File: src/hw/rtl/mtwg_ram.sv
// Generic single-port synchronous RAM with registered read data.
// No dependencies.
module mtwg_ram #(
  parameter int unsigned WIDTH = 32,
  parameter int unsigned DEPTH = 64,
  parameter int unsigned AW    = (DEPTH > 1) ? $clog2(DEPTH) : 1
) (
  input  logic             clk_i,
  input  logic             we_i,
  input  logic [AW-1:0]    addr_i,
  input  logic [WIDTH-1:0] wdata_i,
  output logic [WIDTH-1:0] rdata_o
);

  logic [WIDTH-1:0] mem_q [DEPTH];
  logic [WIDTH-1:0] rdata_q;

  always_ff @(posedge clk_i) begin
    if (we_i) begin
      mem_q[addr_i] <= wdata_i;
    end
    rdata_q <= mem_q[addr_i];
  end

  assign rdata_o = rdata_q;

endmodule

File: config.mk
export PLATFORM = sky130hd
export DESIGN_NAME = mtwg_ram
export DESIGN_NICKNAME = d
export VERILOG_FILES = /design/src/hw/rtl/mtwg_ram.sv
export SDC_FILE = /design/constraint.sdc
export NUM_CORES = 2
export LEC_CHECK = 0
export BUFFER_PORTS_ARGS = -buffer_cell sky130_fd_sc_hd__buf_2
export CAP_MARGIN = 10
export CORE_ASPECT_RATIO = 1.75
export CORE_MARGIN = 2
export CORE_UTILIZATION = 30
export DETAILED_ROUTE_END_ITERATION = 8
export PLACE_DENSITY_LB_ADDON = 0.2
export SLEW_MARGIN = 0
export SYNTH_ARGS = -nofsm -noshare
export SYNTH_HDL_FRONTEND = slang
export SYNTH_SLANG_ARGS = --single-unit
File: constraint.sdc
create_clock -name clk_i -period 4.4 [get_ports clk_i]
set_input_delay 0.66 -clock clk_i [delete_from_list [all_inputs] [get_ports clk_i]]
set_output_delay 0.66 -clock clk_i [all_outputs]
set_load 0.03 [all_outputs]
Yosys cells after proc, flatten, opt, wreduce, memory -nomap -nowiden:

Memories as Yosys holds them, arrays and structs flattened. A register that Yosys moved wholly into a read port is not among the register bits.
Cells that the tools add are included.

* flip-flop bits (word level): 0
* bits in latches: 0
* memory bits (writable): 2048
* bits in read-only memories: 0
* input port bits: 40
* output and inout port bits: 32
* logic and storage cells: 3
* memories: 1

Memories
* mem_q: depth 64, bits a word 32, read ports 1, clocked after memory_dff 1, wr ports 1, RTL line 15 `logic [WIDTH-1:0] mem_q [DEPTH];`

* add/sub/neg operators: 0
* multipliers: 0
* div/mod/pow operators: 0
* $lt $le $gt $ge: 0
* equality and inequality tests: 0
* shift-type cells: 0
* muxes and demuxes: 2
* bitwise logic cells: 0
* reduce and logical (&&, ||, !) cells: 0

Operator list (number)
* two-way mux 1 bit: 2

Depth between registers and ports, before layout:

* depth after elaboration: 2
* gate-level depth with buffers: 13
* gate-level depth less buffers: 6

Worst setup path after synthesis:

Ideal clock, no wire load.

* path kind: input -> register
* from: input addr_i[2]
* to: memory mem_q[15][0] (enable)
* setup time: 0.421 ns
* arrival time: 3.478 ns
* required time: 3.979 ns
* path slack: 0.501 ns
* stages on the path: 8
* buffers on the path: 6
* cells stage by stage: buf_2 > buf_2 > buf_2 > buf_2 > buf_2 > buf_2 > nand3_1 > nor2_1

RTL lines
* start, declared: RTL line 10 `input logic [AW-1:0] addr_i,`
* end, declared: RTL line 15

Straight into the memory's write port.

==> results.json <==
{
  "final_nets": 4589,
  "ios": 72,
  "synthesis.nets": 4279,
  "clock_skew_ns": 0.05802,
  "dp_hpwl_um": 162200,
  "worst_pin_slew_ns": 1.202,
  "drive_gt1_frac": 0.2148,
  "synth_commonest_cells": "edfxtp_1, mux2i_1, a22oi_1",
  "row_count": 249,
  "antenna_found_initial": 28,
  "cp.required_ns": 5.12,
  "grt_usage": 0.1937,
  "synth_warnings": 0,
  "cts-hold-fix-buffers": 1,
  "fmax_ghz": 0.3086,
  "dp.cells": 7870,
  "vias_per_cell": 5.225,
  "slew_headroom": 0.1988,
  "portBuffers": 71,
  "dieArea_sq_um": 267400,
  "hp-class": "input pin to flip-flop",
  "die_y_um": 682.5,
  "instances_no_fill": 8226,
  "synth_seq_cells": 2080,
  "leakage_nw": 29.55,
  "cts-root-buf": "clkbuf_16",
  "maxCapViolations": 0,
  "syn_inst": 4239,
  "h-tree-depth": 4,
  "routed_wl_um": 263300,
  "area_growth_pct": 17.62,
  "ys_top_cells_by_area": "edfxtp_1, mux2i_1, mux4_2",
  "synth.distinct_cells": 56,
  "setup_viol": 0,
  "worstSetupEndpointType": "flip-flop",
  "pwr_density_cell_nw_per_um2": 446.2,
  "drt_iter0_drc": 4003,
  "slew_viol_final": 0,
  "finalCriticalPeriod_ns": 3.240,
  "numCtsBuffers": 190,
  "rsz0062_at_grt": "no",
  "finalPower_mw": 41.42,
  "design_area_sq_um": 92840,
  "cp_max_fo": 45,
  "gr-total-overflow": 0,
  "synth_edf_count": 2048,
  "insertion_delay_ns": 0.87,
  "postRouteAntennaNets": 0,
  "path_class": "input pin to flip-flop",
  "grt_pass1_wl_um": 361700,
  "critPathLaunchType": "input pin",
  "start_util": 0.3009,
  "peakVddDrop_v": 0.0003115,
  "clk_pin_slew_ns": 0.07,
  "synth_area_per_cell_sq_um": 18.62,
  "cts_tree": "yes",
  "worst_slack_ns": 1.160,
  "pre_cts_ws_ns": 0.3029,
  "timing.final.crit_share": 0.7364,
  "post_dp_cell_area_sq_um": 86650,
  "cts-resized-gates": 0,
  "drc_errors": 0,
  "synth-async-reset-ratio": 0,
  "status": "complete, no violations",
  "fp.dieW_um": 391.7,
  "hold_viol": 0,
  "yosysMostFrequentCell": "edfxtp_1",
  "netlist.area_leader.share": 0.7792,
  "synth.largest_area_cell": "edfxtp_1",
  "grt_max_degree": 81,
  "ys_seq_area_frac": 0.7873,
  "clk_path_buf_depth": 4,
  "wl_per_cell_um": 32.01,
  "grt_pass1_vias": 44230,
  "vias": 42980,
  "cp.arrival_ns": 3.96,
  "cts.sink_count": 2080,
  "netlist_area_sq_um": 78930,
  "coreArea_sq_um": 262300,
  "ys.flop_type": "edfxtp_1",
  "place_congestion": 0.8257,
  "cts_setup_buffers": 0,
  "first_pass_iters": 6
}
-- kinds of logic after synthesis --
| group | synth area share |
|---|---|
| DFF | 0.7873 |
| and+or+nand+nor | 0.02806 |
| buffers and inverters | 0.01682 |
| AOI/OAI and AO/OA | 0.08662 |
| muxes | 0.08121 |
-- through the flow --
step	hold WS, ns	setup TNS, ns	utilization
after floorplan	0.5639	0	-
after global placement	0.6222	-3.961	0.3302
after detailed placement	0.6305	0	0.3303
after CTS	0.1675	0	0.3538
after global routing	0.1910	0	0.3538
final	0.1961	0	0.3539
-- placed cells by master (no fill, tap or decap), drive strengths merged, types with 32 or more instances in the layout --
cell type	Yosys	final
nand3	54	54
a31oi	43	43
mux2	147	147
a221oi	175	175
a22o	66	66
nor2	145	145
a22oi	188	188
o22a	70	70
dfxtp	32	32
clkinv	0	56
o21ai	85	85
clkbuf	169	254
mux2i	259	259
mux4	96	96
edfxtp	2048	2048
and3	85	85
o22ai	93	93
buf	129	415
a21oi	121	121
-- routing by layer --
| layer | GRT usage | up-vias | wire [um] | part of all wire |
|---|---|---|---|---|
| met2 | 0.3538 | 1174 | 139000 | 0.53 |
| li1 | - | 18250 | - | - |
| met5 | 0 | - | 52 | 0.00020 |
| met4 | 0.09366 | 8 | 14020 | 0.053 |
| met1 | 0.2252 | 23150 | 99510 | 0.38 |
| met3 | 0.02003 | 400 | 10690 | 0.041 |
-- final cells by class --
class | count | area (sq um)
diodes | 15 | 37.54
clock buffers | 254 | 5139
clock inverters | 86 | 997.2
fillers | 24730 | 169500
inverters | 2 | 15.01
multi-input cells | 1859 | 16100
flip-flops and latches | 2080 | 62140
well taps | 3514 | 4397
repair buffers | 416 | 4008
-- registers in the layout, indices dropped and copies added (netlist names) --
| signal | cells |
|---|---|
| rdata_o | 32 |
| mem_q | 2048 |
-- power by group --
part	switching, mW	total, mW	internal, mW
clock network	7.34	16.9	9.54
logic	1.76	2.51	0.757
registers	0.0952	22.0	21.9
total	9.19	41.4	32.2
-- worst paths after layout --
path / endpoint / slack [ns] / cells past startpoint / start
min reg2reg: rdata_o[0] / 0.64 / 3 / mem_q[7][0]
min: mem_q[62][11] / 0.20 / 1 / wdata_i[11]
max reg2reg: rdata_o[19] / 1.67 / 5 / mem_q[28][19]
max: rdata_o[26] / 1.16 / 10 / addr_i[1]
-- worst max-delay path, stage by stage --
cell       delay [ns]
buf_8            0.40
nand2b_4         0.48
buf_12           0.27
nor2_2           0.10
buf_12           0.19
a22oi_1          0.20
a31oi_1          0.19
a2111oi_1        0.92
buf_4            0.27
nand3_1          0.07
(Power assumes the default switching activity.)
